`src/design/mmmv_pkg.sv`:
```
// Shared types and constants for the min/max/mean/variance block.
// No dependencies; every other file in the design imports this package.

package mmmv_pkg;

  localparam int SAMPLE_W      = 16;
  localparam int FRAC_BITS     = 16;
  localparam int MAX_COUNT_DEF = 16;

  // Default divider widths, derived the same way the top level derives them.
  localparam int DEF_LOG_W = $clog2(MAX_COUNT_DEF);
  localparam int DEF_CNT_W = $clog2(MAX_COUNT_DEF + 1);
  localparam int DEF_DVD_W = DEF_CNT_W + 31 + DEF_LOG_W + FRAC_BITS;
  localparam int DEF_DEN_W = 2 * DEF_CNT_W;

  typedef struct packed {
    logic signed [15:0] sample;
    logic               last;
  } in_t;

  typedef struct packed {
    logic signed [15:0] max_value;
    logic signed [15:0] min_value;
    logic signed [31:0] mean_fixed;
    logic        [45:0] variance_fixed;
    logic        [4:0]  count;
    logic               status;
  } out_t;

endpackage

```
`src/design/mmmv_accum.sv`:
```
// Running statistics: count, max, min, sum and sum of squares of a list.
// Depends on mmmv_pkg.

module mmmv_accum #(
  parameter int MAX_COUNT = mmmv_pkg::MAX_COUNT_DEF,
  localparam int CNT_W = $clog2(MAX_COUNT + 1),
  localparam int SUM_W = 16 + $clog2(MAX_COUNT),
  localparam int SQ_W  = 31 + $clog2(MAX_COUNT)
) (
  input  logic                     clk,
  input  logic                     rst,
  input  logic                     clear,
  input  logic                     en,
  input  logic signed [15:0]       sample,
  output logic        [CNT_W-1:0]  count,
  output logic signed [15:0]       max_value,
  output logic signed [15:0]       min_value,
  output logic signed [SUM_W-1:0]  sum,
  output logic        [SQ_W-1:0]   square_sum,
  output logic                     overflow
);
  import mmmv_pkg::*;

  logic signed [31:0] square;
  logic               has_room;

  assign square   = 32'(sample) * 32'(sample);
  assign has_room = count < CNT_W'(MAX_COUNT);

  always_ff @(posedge clk) begin
    if (rst || clear) begin
      count      <= '0;
      max_value  <= '0;
      min_value  <= '0;
      sum        <= '0;
      square_sum <= '0;
      overflow   <= 1'b0;
    end else if (en) begin
      if (has_room) begin
        // The first sample of a list seeds both extremes.
        if (count == '0 || sample > max_value) begin
          max_value <= sample;
        end
        if (count == '0 || sample < min_value) begin
          min_value <= sample;
        end
        sum        <= sum + SUM_W'(sample);
        square_sum <= square_sum + SQ_W'($unsigned(square));
        count      <= count + 1'b1;
      end else begin
        overflow <= 1'b1;
      end
    end
  end

endmodule

```
`src/design/mmmv_div.sv`:
```
// Shared restoring divider, one quotient bit per cycle.
// Depends on mmmv_pkg for its default widths.

module mmmv_div #(
  parameter int DVD_W = mmmv_pkg::DEF_DVD_W,
  parameter int DEN_W = mmmv_pkg::DEF_DEN_W
) (
  input  logic             clk,
  input  logic             rst,
  input  logic             start,
  input  logic [DVD_W-1:0] dividend,
  input  logic [DEN_W-1:0] divisor,
  output logic             done,
  output logic [DVD_W-1:0] quotient,
  output logic [DEN_W-1:0] remainder
);
  import mmmv_pkg::*;

  localparam int STEP_W = $clog2(DVD_W);

  logic              running;
  logic [STEP_W-1:0] step;
  logic [DEN_W-1:0]  den;
  logic [DEN_W:0]    shifted;
  logic [DEN_W:0]    diff;

  // The quotient register shifts dividend bits out at the top while
  // quotient bits enter at the bottom.
  assign shifted = {remainder, quotient[DVD_W-1]};
  assign diff    = shifted - {1'b0, den};

  always_ff @(posedge clk) begin
    if (rst) begin
      running <= 1'b0;
      done    <= 1'b0;
    end else begin
      done <= 1'b0;
      if (start) begin
        running <= 1'b1;
      end else if (running && step == STEP_W'(DVD_W - 1)) begin
        running <= 1'b0;
        done    <= 1'b1;
      end
    end
  end

  always_ff @(posedge clk) begin
    if (start) begin
      remainder <= '0;
      quotient  <= dividend;
      den       <= divisor;
      step      <= '0;
    end else if (running) begin
      step <= step + 1'b1;
      if (!diff[DEN_W]) begin
        remainder <= diff[DEN_W-1:0];
        quotient  <= {quotient[DVD_W-2:0], 1'b1};
      end else begin
        remainder <= shifted[DEN_W-1:0];
        quotient  <= {quotient[DVD_W-2:0], 1'b0};
      end
    end
  end

endmodule

```
`src/design/min_max_mean_variance_top.sv`:
```
// Top level of the min/max/mean/variance block: sequencer, end-of-list math.
// Depends on mmmv_pkg, mmmv_accum and mmmv_div.
//
//   channel | ports                  | beat taken when
//   --------+------------------------+---------------------------
//   input   | start, busy, item      | start high and busy low
//   result  | done, result           | done high (one cycle, no stall)
//
// Each sample is captured in S_IDLE and added to the running statistics
// in S_ACC. After the last sample of a list, the mean and the variance
// go one after the other through the bit-serial divider, whose width
// is DW = CNT_W + SQ_W + 16 bits (56 at MAX_COUNT = 16).
// Reset is synchronous and clears all running state; the result strobe is
// a single cycle and the receiver has no way to hold it off.

module min_max_mean_variance_top #(
  parameter int MAX_COUNT = mmmv_pkg::MAX_COUNT_DEF
) (
  input  logic          clk,
  input  logic          rst,
  input  logic          start,
  output logic          busy,
  input  mmmv_pkg::in_t item,
  output logic          done,
  output mmmv_pkg::out_t result
);
  import mmmv_pkg::*;

  localparam int CNT_W = $clog2(MAX_COUNT + 1);
  localparam int SUM_W = 16 + $clog2(MAX_COUNT);
  localparam int SQ_W  = 31 + $clog2(MAX_COUNT);
  localparam int NUM_W = CNT_W + SQ_W;
  localparam int DVD_W = NUM_W + FRAC_BITS;
  localparam int DEN_W = 2 * CNT_W;

  localparam logic [2:0] S_IDLE = 3'd0;
  localparam logic [2:0] S_ACC  = 3'd1;
  localparam logic [2:0] S_MUL  = 3'd2;
  localparam logic [2:0] S_SUB  = 3'd3;
  localparam logic [2:0] S_DIVM = 3'd4;
  localparam logic [2:0] S_DIVV = 3'd5;

  logic [2:0] state;
  in_t        held;

  logic        [CNT_W-1:0]   acc_count;
  logic signed [15:0]        acc_max;
  logic signed [15:0]        acc_min;
  logic signed [SUM_W-1:0]   acc_sum;
  logic        [SQ_W-1:0]    acc_sq;
  logic                      acc_ovf;
  logic                      acc_clear;

  logic        [NUM_W-1:0]   n_sumsq;
  logic signed [2*SUM_W-1:0] sum_sq;
  logic        [DEN_W-1:0]   n_sq;
  logic        [NUM_W-1:0]   num;
  logic        [SUM_W-1:0]   sum_mag;
  logic signed [31:0]        mean;

  logic             div_start;
  logic [DVD_W-1:0] div_dividend;
  logic [DEN_W-1:0] div_divisor;
  logic             div_done;
  logic [DVD_W-1:0] div_quot;
  logic [DEN_W-1:0] div_rem;
  logic [DVD_W-1:0] quot_up;
  logic [DVD_W-1:0] mean_full;

  assign busy = state != S_IDLE;

  mmmv_accum #(
    .MAX_COUNT(MAX_COUNT)
  ) u_accum (
    .clk       (clk),
    .rst       (rst),
    .clear     (acc_clear),
    .en        (state == S_ACC),
    .sample    (held.sample),
    .count     (acc_count),
    .max_value (acc_max),
    .min_value (acc_min),
    .sum       (acc_sum),
    .square_sum(acc_sq),
    .overflow  (acc_ovf)
  );

  mmmv_div #(
    .DVD_W(DVD_W),
    .DEN_W(DEN_W)
  ) u_div (
    .clk      (clk),
    .rst      (rst),
    .start    (div_start),
    .dividend (div_dividend),
    .divisor  (div_divisor),
    .done     (div_done),
    .quotient (div_quot),
    .remainder(div_rem)
  );

  assign sum_mag = acc_sum[SUM_W-1] ? SUM_W'(-acc_sum) : SUM_W'(acc_sum);

  // Floor division of a negative sum rounds the magnitude quotient up.
  assign quot_up   = div_quot + DVD_W'(div_rem != '0);
  assign mean_full = acc_sum[SUM_W-1] ? -quot_up : div_quot;

  always_comb begin
    div_start    = 1'b0;
    div_dividend = DVD_W'(sum_mag) << FRAC_BITS;
    div_divisor  = DEN_W'(acc_count);
    acc_clear    = 1'b0;
    case (state)
      S_SUB: begin
        div_start = 1'b1;
      end
      S_DIVM: begin
        div_start    = div_done;
        div_dividend = DVD_W'(num) << FRAC_BITS;
        div_divisor  = n_sq;
      end
      S_DIVV: begin
        acc_clear = div_done;
      end
      default: begin
      end
    endcase
  end

  always_ff @(posedge clk) begin
    if (rst) begin
      state <= S_IDLE;
      done  <= 1'b0;
    end else begin
      done <= 1'b0;
      case (state)
        S_IDLE: begin
          if (start) begin
            state <= S_ACC;
          end
        end
        S_ACC: begin
          state <= held.last ? S_MUL : S_IDLE;
        end
        S_MUL: begin
          state <= S_SUB;
        end
        S_SUB: begin
          state <= S_DIVM;
        end
        S_DIVM: begin
          if (div_done) begin
            state <= S_DIVV;
          end
        end
        S_DIVV: begin
          if (div_done) begin
            state <= S_IDLE;
            done  <= 1'b1;
          end
        end
        default: begin
          state <= S_IDLE;
        end
      endcase
    end
  end

  always_ff @(posedge clk) begin
    if (state == S_IDLE && start) begin
      held <= item;
    end
    if (state == S_MUL) begin
      n_sumsq <= NUM_W'(acc_count) * NUM_W'(acc_sq);
      sum_sq  <= (2*SUM_W)'(acc_sum) * (2*SUM_W)'(acc_sum);
      n_sq    <= DEN_W'(acc_count) * DEN_W'(acc_count);
    end
    if (state == S_SUB) begin
      num <= n_sumsq - NUM_W'($unsigned(sum_sq));
    end
    if (state == S_DIVM && div_done) begin
      mean <= mean_full[31:0];
    end
    if (state == S_DIVV && div_done) begin
      result.max_value      <= acc_max;
      result.min_value      <= acc_min;
      result.mean_fixed     <= mean;
      result.variance_fixed <= div_quot[45:0];
      result.count          <= 5'(acc_count);
      result.status         <= acc_ovf;
    end
  end

endmodule
```
`config.mk`:
```
export PLATFORM = sky130hd
export DESIGN_NAME = min_max_mean_variance_top
export DESIGN_NICKNAME = d
export VERILOG_FILES = /design/src/design/mmmv_pkg.sv /design/src/design/mmmv_accum.sv /design/src/design/mmmv_div.sv /design/src/design/min_max_mean_variance_top.sv
export SDC_FILE = /design/constraint.sdc
export NUM_CORES = 2
export LEC_CHECK = 0
export BUFFER_PORTS_ARGS = -buffer_cell sky130_fd_sc_hd__buf_2
export CAP_MARGIN = 20
export CORE_AREA = 2 2 300 302
export DETAILED_ROUTE_END_ITERATION = 16
export DIE_AREA = 0 0 302 304
export PLACE_DENSITY = 0.87
export SYNTH_ARGS = -nofsm -noshare
export SYNTH_HDL_FRONTEND = slang
export SYNTH_SLANG_ARGS = --single-unit
export TNS_END_PERCENT = 20
```
`constraint.sdc`:
```
create_clock -name clk -period 19.63 [get_ports clk]
set_input_delay 2.9445 -clock clk [delete_from_list [all_inputs] [get_ports clk]]
set_output_delay 2.9445 -clock clk [all_outputs]
set_load 0.1 [all_outputs]
```
==> flow_metrics.py <==
metrics = {
    "run_status": {
        "status": "finished, final reports clean",
    },
    "pwr": {
        "p_leak_nw": 26.1,
        "power.total_mw": 9.83,
        "ir_drop_mv": 0.531,
        "p_per_area_mw_per_mm2": 177,
    },
    "global_routing": {
        "grt_pass1_vias": 39600,
        "grt_remaining_overflow": 0,
        "grt_max_degree": 79,
        "grt_usage": 0.274,
        "grt_pass1_wl_mm": 201,
        "grt_antenna_before_repair": 1,
    },
    "floorplan": {
        "rows": 110,
        "core_mm2": 0.0890,
        "die_w_um": 302,
        "pin_count": 138,
        "dieArea_mm2": 0.0918,
        "die_h_um": 304,
        "initial_core_util": 0.582,
    },
    "yosys": {
        "synthesis.area_mm2": 0.0518,
        "yosys.area.top_type_share": 0.280,
        "avgSynthCellArea_um2": 9.74,
        "synth.ff_latch_count": 474,
        "ys.flop_type": "edfxtp_1",
        "seq_area_frac_synth": 0.253,
        "synth_edf_count": 359,
        "yosys-top-cells-count": "inv_1 (1033), fa_1 (725), nand2_1 (567)",
        "synthTopCellsByArea": "fa_1 (28%), edfxtp_1 (21%), ha_1 (10%), inv_1 (7.5%), dfxtp_1 (4.4%)",
        "yosysMostFrequentCell": "inv_1",
        "yosysUniqueCellTypes": 97,
        "syn_inst": 5316,
        "synth_top_cell_by_area": "fa_1",
        "synth_warnings": 0,
        "async_reset_ff_frac": 0,
        "syn-num-nets": 6492,
    },
    "sta": {
        "setup_violations": 0,
        "rsz0062_at_grt": "no",
        "fin_tns_setup_ns": 0,
        "skew_ns": 0.0133,
        "layout_min_cycle_time_ns": 8.67,
        "min_period_over_period": 0.442,
        "worst_pin_slew_ns": 1.10,
        "final_hold_viol_count": 0,
        "clock.fmax_ghz": 0.115,
        "relSlewSlack": 0.262,
        "maxSlewViolCount": 0,
    },
    "worst_setup_path": {
        "endpoint_kind": "flop",
        "cp_slowest_cell": "edfxtp_1",
        "worstSetupStartpointType": "flop",
        "crit_required_ns": 20.17,
        "cp.arrival_ns": 9.22,
        "cp_common_cell": "fa_1",
        "cpPeakStageDelay_ns": 0.81,
        "path_max_fanout": 19,
        "crit_type": "reg -> reg",
    },
    "routing": {
        "first_iter_violations": 2932,
        "drtAntennaViolNets": 0,
        "viasPerCell": 5.76,
        "routedWlPerCell_um": 18.9,
        "routed_wl_mm": 125,
        "firstDrtPassIters": 6,
        "dr_total_vias": 38000,
        "drcViolationCount": 0,
    },
    "cts": {
        "cts_hold_buf": 0,
        "cts_tree": "yes",
        "clk_pin_slew_worst_paths_ns": 0.07,
        "cts_resized": 0,
        "htree_num_levels": 2,
        "clkSinkCount": 474,
        "cts.path.max_buffers": 3,
        "cts-root-buf": "clkbuf_16",
        "numCtsBuffers": 48,
        "worstSkewPairLatency_ns": 0.61,
        "cts_setup_buffers": 0,
    },
    "cells_and_area": {
        "antenna_cells": 0,
        "drive_gt1_frac": 0.0647,
        "multiInputGateArea_mm2": 0.0342,
        "fill_cells": 6720,
        "syn_to_final_growth_pct": 6.93,
        "regArea_mm2": 0.0131,
        "nNetsFinal": 6565,
    },
    "worst_hold_path": {
        "hold_class": "reg -> reg",
    },
    "job": {
        "maxCapViolations": 0,
    },
    "place": {
        "place_congestion": 0.977,
        "io_buffers": 137,
        "hpwlAfterDp_mm": 97.2,
    },
}
[critical path: cells and delay by family, from the launching register on]
kind            cells  cell delay, ns
simple gates        4            0.74
xor+xnor            1            0.14
fa+ha+maj           8            3.40
compound gates     13            2.84
buf+inv             5            0.68
flops               1            0.81
[area by class of cell]
type	count	share of cell area
Sequential cell	474	0.236
Inverter	1043	0.0707
Clock inverter	32	0.00687
Multi-Input combinational cell	3633	0.617
Tap cell	1176	0.0266
Clock buffer	55	0.0229
Timing Repair Buffer	189	0.0194
[path summary, 6_finish.rpt]
| kind | from | to | slack [ns] | cells past startpoint |
|---|---|---|---|---|
| setup reg to reg | held[2] | u_accum.square_sum[34] | 10.96 | 31 |
| hold reg to reg | mean[12] | result[64] | 0.42 | 0 |
| hold / removal | mean[12] | result[64] | 0.42 | 0 |
| setup / recovery | held[2] | u_accum.square_sum[34] | 10.96 | 31 |
[stage by stage]
stage	hold WS [ns]	utilization	cell area (um2)	instances	setup WS, ns
2_1_floorplan	0.400	-	51800	5316	11.91
4_1_cts	0.419	0.622	55400	6602	11.07
3_3_place_gp	0.401	0.603	53700	6515	11.30
3_5_place_dp	0.405	0.603	53700	6515	11.09
5_1_grt	0.431	0.622	55400	6602	10.43
6_report	0.418	0.622	55400	6602	10.96
[per-layer routing]
layer  part of all wire  vias up  GRT usage
li1                   -    17300          -
met1               0.39    18600      0.350
met2               0.48     1738      0.461
met3              0.087      387     0.0471
met4              0.047        0      0.116
met5                  0        -          0
[placed cells by master (no fill, tap or decap), drive strengths merged, types with 95 or more instances in the layout]
cell type,n
a21o,114
nand3,95
xnor2,181
inv,1038
and2,172
dfxtp,115
ha,431
edfxtp,359
fa,725
o21ai,174
nor2,284
buf,189
nand2,567
a21oi,262
[cell families after synthesis]
kind of cell / Yosys count / share of synthesized area
and+or+nand+nor: 1365 / 0.122
buffers and inverters: 1209 / 0.0883
adders and majority gates: 1156 / 0.384
AOI/OAI and AO/OA: 824 / 0.102
DFF: 474 / 0.253
xor gates and xnor gates: 245 / 0.0414
muxes: 43 / 0.00855
[power by group]
| part | internal [mW] | switching (mW) | total [mW] |
|---|---|---|---|
| logic | 3.16 | 4.49 | 7.66 |
| clock network | 0.537 | 0.419 | 0.956 |
| registers | 1.14 | 0.0713 | 1.21 |
| total | 4.84 | 4.98 | 9.83 |
[registers in the layout (all words and copies together), names as in the netlist, 16 cells and up]
| register | count |
|---|---|
| result | 116 |
| u_div.quotient | 56 |
| n_sumsq | 40 |
| num | 40 |
| sum_sq | 39 |
| u_accum.square_sum | 35 |
| mean | 32 |
| u_accum.sum | 20 |
| held | 17 |
| u_accum.max_value | 16 |
| u_accum.min_value | 16 |
Note: power is estimated with default switching activity, not from simulation.
